--- config.mk ---
export PLATFORM = sky130hd
export DESIGN_NAME = iffe_ctrl
export DESIGN_NICKNAME = d
export VERILOG_FILES = /design/src/rtl/core/iffe_pkg.sv /design/src/rtl/core/iffe_ctrl.sv
export SDC_FILE = /design/constraint.sdc
export NUM_CORES = 1
export LEC_CHECK = 0
export BUFFER_PORTS_ARGS = -buffer_cell sky130_fd_sc_hd__buf_2
export CORE_AREA = 2 2 39 41
export DETAILED_ROUTE_END_ITERATION = 7
export DIE_AREA = 0 0 41 43
export GPL_TIMING_DRIVEN = 1
export PLACE_DENSITY = 0.75
export SETUP_SLACK_MARGIN = 0.3
export SLEW_MARGIN = 25
export SYNTH_ARGS = -nofsm -noshare
export SYNTH_HDL_FRONTEND = slang
export SYNTH_SLANG_ARGS = --single-unit
--- constraint.sdc ---
create_clock -name i_clk -period 4.23 [get_ports i_clk]
set_clock_uncertainty 0.2 [all_clocks]
set_input_delay 0.423 -clock i_clk [delete_from_list [all_inputs] [get_ports i_clk]]
set_output_delay 0.423 -clock i_clk [all_outputs]
set_load 0.03 [all_outputs]
--- src/rtl/core/iffe_pkg.sv ---
// ----------------------------------------------------------------------------
// iffe_pkg
// Shared request codes, controller states, register indexes and the command
// and status bundles between the flood fill controller and its datapath.
// ----------------------------------------------------------------------------
package iffe_pkg;

    localparam int CFG_IDX_W  = 1;
    localparam int CFG_W      = 7;
    localparam int COORD_W    = 8;
    localparam int COLOUR_W   = 8;
    localparam int S_TDATA_W  = 24;
    localparam int S_TUSER_W  = 2;
    localparam int M_TDATA_W  = 16;

    localparam logic [CFG_IDX_W-1:0] CFG_IMAGE_WIDTH  = 1'b0;
    localparam logic [CFG_IDX_W-1:0] CFG_IMAGE_HEIGHT = 1'b1;
    localparam logic [CFG_W-1:0]     DIM_RESET        = 7'd64;

    typedef enum logic [1:0] {
        REQ_CLEAR = 2'd0,
        REQ_WRITE = 2'd1,
        REQ_READ  = 2'd2,
        REQ_FILL  = 2'd3
    } t_req;

    typedef enum logic [3:0] {
        ST_INIT,
        ST_IDLE,
        ST_DECODE,
        ST_CLEAR,
        ST_READ_DATA,
        ST_SEED_CHECK,
        ST_POP,
        ST_POP_DATA,
        ST_NBR,
        ST_NBR_LAST,
        ST_RESP
    } t_state;

    typedef struct packed {
        logic accept;      // latch the incoming request
        logic sweep_wr;    // write one pixel of a sweep and advance the counter
        logic sweep_full;  // sweep covers the whole store with zero
        logic px_wr_req;   // write the request colour at the request pixel
        logic set_oob;     // flag the request as outside the image
        logic rd_capture;  // take the read data as the result colour
        logic seed_take;   // take the read data as the fill target
        logic seed_push;   // recolour the seed and push it
        logic pop;         // read the top of the stack and drop it
        logic pop_load;    // load the popped pixel as the current center
        logic nbr_issue;   // probe the next neighbor of the center
        logic nbr_check;   // recolour and push the last probe if it matches
        logic resp_load;   // move the result into the output register
    } t_cmd;

    typedef struct packed {
        t_req req;
        logic oob;
        logic sweep_done_full;
        logic sweep_done_clear;
        logic seed_same;
        logic sp_zero;
        logic dir_last;
        logic out_free;
    } t_stat;

endpackage

--- src/rtl/core/iffe_ctrl.sv ---
// ----------------------------------------------------------------------------
// iffe_ctrl
// Sequencer for the flood fill engine: decodes a request and steps the
// datapath through sweeps, pixel accesses and the stack-driven fill.
// ----------------------------------------------------------------------------
module iffe_ctrl (
    input  logic             i_clk,
    input  logic             i_rst_n,
    input  logic             i_s_tvalid,
    output logic             o_s_tready,
    input  iffe_pkg::t_stat  i_stat,
    output iffe_pkg::t_cmd   o_cmd
);

    iffe_pkg::t_state r_state;
    iffe_pkg::t_state n_state;

    always_ff @(posedge i_clk) begin
        if (!i_rst_n) begin
            r_state <= iffe_pkg::ST_INIT;
        end else begin
            r_state <= n_state;
        end
    end

    always_comb begin
        n_state    = r_state;
        o_cmd      = '0;
        o_s_tready = 1'b0;
        unique case (r_state)
            iffe_pkg::ST_INIT: begin
                o_cmd.sweep_wr   = 1'b1;
                o_cmd.sweep_full = 1'b1;
                if (i_stat.sweep_done_full) begin
                    n_state = iffe_pkg::ST_IDLE;
                end
            end
            iffe_pkg::ST_IDLE: begin
                o_s_tready = 1'b1;
                if (i_s_tvalid) begin
                    o_cmd.accept = 1'b1;
                    n_state      = iffe_pkg::ST_DECODE;
                end
            end
            iffe_pkg::ST_DECODE: begin
                // The request pixel is read in this cycle for reads and fills.
                if (i_stat.req == iffe_pkg::REQ_CLEAR) begin
                    n_state = iffe_pkg::ST_CLEAR;
                end else if (i_stat.oob) begin
                    o_cmd.set_oob = 1'b1;
                    n_state       = iffe_pkg::ST_RESP;
                end else begin
                    unique case (i_stat.req)
                        iffe_pkg::REQ_WRITE: begin
                            o_cmd.px_wr_req = 1'b1;
                            n_state         = iffe_pkg::ST_RESP;
                        end
                        iffe_pkg::REQ_READ: n_state = iffe_pkg::ST_READ_DATA;
                        iffe_pkg::REQ_FILL: n_state = iffe_pkg::ST_SEED_CHECK;
                        default:            n_state = iffe_pkg::ST_CLEAR;
                    endcase
                end
            end
            iffe_pkg::ST_CLEAR: begin
                o_cmd.sweep_wr = 1'b1;
                if (i_stat.sweep_done_clear) begin
                    n_state = iffe_pkg::ST_RESP;
                end
            end
            iffe_pkg::ST_READ_DATA: begin
                o_cmd.rd_capture = 1'b1;
                n_state          = iffe_pkg::ST_RESP;
            end
            iffe_pkg::ST_SEED_CHECK: begin
                o_cmd.seed_take = 1'b1;
                if (i_stat.seed_same) begin
                    n_state = iffe_pkg::ST_RESP;
                end else begin
                    o_cmd.seed_push = 1'b1;
                    n_state         = iffe_pkg::ST_POP;
                end
            end
            iffe_pkg::ST_POP: begin
                if (i_stat.sp_zero) begin
                    n_state = iffe_pkg::ST_RESP;
                end else begin
                    o_cmd.pop = 1'b1;
                    n_state   = iffe_pkg::ST_POP_DATA;
                end
            end
            iffe_pkg::ST_POP_DATA: begin
                o_cmd.pop_load = 1'b1;
                n_state        = iffe_pkg::ST_NBR;
            end
            iffe_pkg::ST_NBR: begin
                // Probe one neighbor while the previous probe is checked.
                o_cmd.nbr_issue = 1'b1;
                o_cmd.nbr_check = 1'b1;
                if (i_stat.dir_last) begin
                    n_state = iffe_pkg::ST_NBR_LAST;
                end
            end
            iffe_pkg::ST_NBR_LAST: begin
                o_cmd.nbr_check = 1'b1;
                n_state         = iffe_pkg::ST_POP;
            end
            iffe_pkg::ST_RESP: begin
                if (i_stat.out_free) begin
                    o_cmd.resp_load = 1'b1;
                    n_state         = iffe_pkg::ST_IDLE;
                end
            end
            default: n_state = iffe_pkg::ST_IDLE;
        endcase
    end

endmodule

==> flow_metrics.tcl <==
set metrics [dict create \
    synth_cell_type_count 34 \
    post-route-period-util_pct 56.51 \
    switchingPower_uw 95.71 \
    cts_setup_buffers 0 \
    cp-startpoint "r_state[1]" \
    cts_made_buffers 3 \
    fin_nets 114 \
    drive_gt1_share_pct 32.29 \
    syn-num-nets 92 \
    r2r_start "r_state[1]" \
    root_buffer "clkbuf_4" \
    worst_pin_slew_ns 0.5884 \
    power_frac_seq_pct 29.3 \
    clkTransAtPathRegs_ns 0.04 \
    antenna_found_initial 0 \
    tritoncts "built" \
    max_cap_viol_count 0 \
    syn_area_um2 564.3 \
    required_ns 3.61 \
    via_per_inst 5.518 \
    ys_ff_latch 4 \
    rsz0062_at_grt "false" \
    r2r_cells 4 \
    num_rows 14 \
    holdPathEnd "r_state[3]" \
    dpl.hpwl_mm 1.016 \
    synth_edf_count 0 \
    insertion_delay_ns 0.23 \
    worstSetupPathType "reg -> out" \
    power_uw 210.8 \
    finalSetupTns_ns 0 \
    die-area_mm2 0.001763 \
    vias 618 \
    end_kind "output pin" \
    top_usage_layer "met2" \
    setup_slack_ns 1.840 \
    power_frac_clock_pct 22.2 \
    whs_ns 0.2687 \
    cp-start-kind "register" \
    postRouteAntennaNets 0 \
    top_regs "r_state: 4 flops" \
    p_per_area_mw_per_mm2 304.6 \
    crit_arrival_ns 1.77 \
    top_register "r_state" \
    combPwrFrac_pct 48.5 \
    grtUsageTotal_pct 16.20 \
    switching_share_pct 45.41 \
    clockBufferDepth 2 \
    p_int_uw 115.1 \
    areaGrowthSynthToFinish_pct 22.62 \
    p_leak_nw 0.3425 \
    grt_first_pass_wirelength_mm 1.994 \
    place_ws_ns 2.064 \
    vdd_ir_drop_max_mv 0.1273 \
    core_area_mm2 0.001384 \
    drc_errors 0 \
    grt_max_degree 19 \
    path_max_fanout 18 \
    cts_hold_buf 0 \
    run_status "finished, final reports clean" \
    cts-resized-gates 0 \
    maxSlewHeadroom_pct 60.72 \
    slew_viol_final 0 \
    synth_area_per_cell_um2 7.425 \
    async_reset_ff_share_pct 0 \
    place_congestion 0.8776 \
    ios 26 \
    setup_viol 0 \
    num_antenna_cells 0 \
    grt_pass1_vias 493 \
    hold_path_depth 3 \
    hp-start "i_rst_n" \
    seq_area_frac_synth_pct 14.19 \
    largest_register_ff_count 4 \
    fmax_ghz 0.4184 \
    met1_usage_pct 20.63 \
    synthCells 76 \
    grt_use_met3_pct 3.141 \
    overflow 0 \
    fin_crit_ns 2.390 \
    yosys_warnings 0 \
    avgRoutedWirePerCell_um 11.83 \
    ys.flop_type "dfxtp_1" \
    drt_iter0_markers 14 \
    numPortBuffers 25 \
    first_pass_iters 4 \
    clock-sinks 4 \
    finalHoldViolCount 0 \
    die_h_um 43 \
    start_util_pct 40.78 \
    dieWidth_um 41 \
    wl_mm 1.325 \
    htree_num_levels 1 \
    hp-class "in -> reg" \
    reg2reg_to "r_state[0]" \
    grtUsageMet2_pct 25.62 \
    r2r_slack_ns 2.24 \
]
==> logic make-up (layout without fill, tap and decap cells) <==
logic type / after synthesis / after routing / synth area share (%)
fa+ha+maj: 4 / 4 / 8.870
xor+xnor: 1 / 1 / 1.552
compound gates: 18 / 18 / 26.16
mux: 2 / 2 / 3.548
buf+inv: 14 / 34 / 11.09
flops: 4 / 4 / 14.19
simple gates: 33 / 33 / 34.59
==> per-layer routing <==
| metal | wire (µm) | vias up |
|---|---|---|
| li1 | - | 318 |
| met1 | 545 | 293 |
| met2 | 746 | 7 |
| met3 | 32 | 0 |
| met4 | 0 | 0 |
| met5 | 0 | - |
==> layout by cell type (no fill, tap or decap), types with 4 or more instances in the layout <==
cell      synthesis  final
dfxtp_1           4      4
buf_2             5     25
ha_1              4      4
nor2_1            4      4
nand2_1           4      4
nand2b_1          5      5
nor3_1            5      5
inv_1             6      6
==> power groups by stage <==
stage	Sequential (mW)	Clock [mW]	Combinational (mW)
floorplan	0.0435	0	0.0973
global placement	0.0629	0	0.100
detailed placement	0.0623	0	0.102
CTS	0.0618	0.0482	0.103
global route	0.0636	0.0516	0.112
finish	0.0618	0.0468	0.102
==> stage by stage <==
stage | std cells | instance area [µm²] | util [%]
detailed placement | 109 | 669.4 | 48.37
global route | 112 | 691.9 | 50.00
floorplan | 76 | 564.3 | -
finish | 112 | 691.9 | 50.00
CTS | 112 | 691.9 | 50.00
global placement | 109 | 669.4 | 48.37
==> cell usage after synthesis, types with 2 or more instances <==
master    n  share of area, %
inv_1     6               4.0
o21ai_0   3               2.7
nor2_1    4               2.7
ha_1      4               8.9
a221oi_1  2               3.1
mux2i_1   2               3.5
nand2_1   4               2.7
dfxtp_1   4                14
nor3_1    5               4.4
nor4_1    3               3.3
o21bai_1  2               2.7
buf_2     5               4.4
nand2b_1  5               5.5
and3_1    3               3.3
clkbuf_1  2               1.3
o31ai_1   2               2.7
and2_1    3               3.3
==> worst max path at each step <==
| stage | endpoint | slack [ns] | depth (start not counted) |
|---|---|---|---|
| CTS | o_cmd[9] | 1.84 | 4 |
| finish | o_cmd[9] | 1.84 | 4 |
| detailed placement | o_cmd[9] | 2.06 | 7 |
| floorplan | o_cmd[12] | 1.40 | 4 |
| global placement | o_cmd[9] | 2.10 | 4 |
| global route | o_cmd[9] | 1.71 | 4 |
==> cell type report <==
class                   instances  area [µm²]
repair buffers                 25       125.1
inverters                       6       22.52
multi-input cells              58       421.7
clock buffers                   3       22.52
flip-flops and latches          4       80.08
well taps                      16       20.02
fillers                       139       691.9
==> critical path, cell delays in order (launching register included) <==
cell,delay (ns)
dfxtp_1,0.68
nand2b_1,0.25
nor3b_1,0.26
and2_1,0.15
buf_2,0.19
Note: power is estimated with default switching activity, not from simulation.
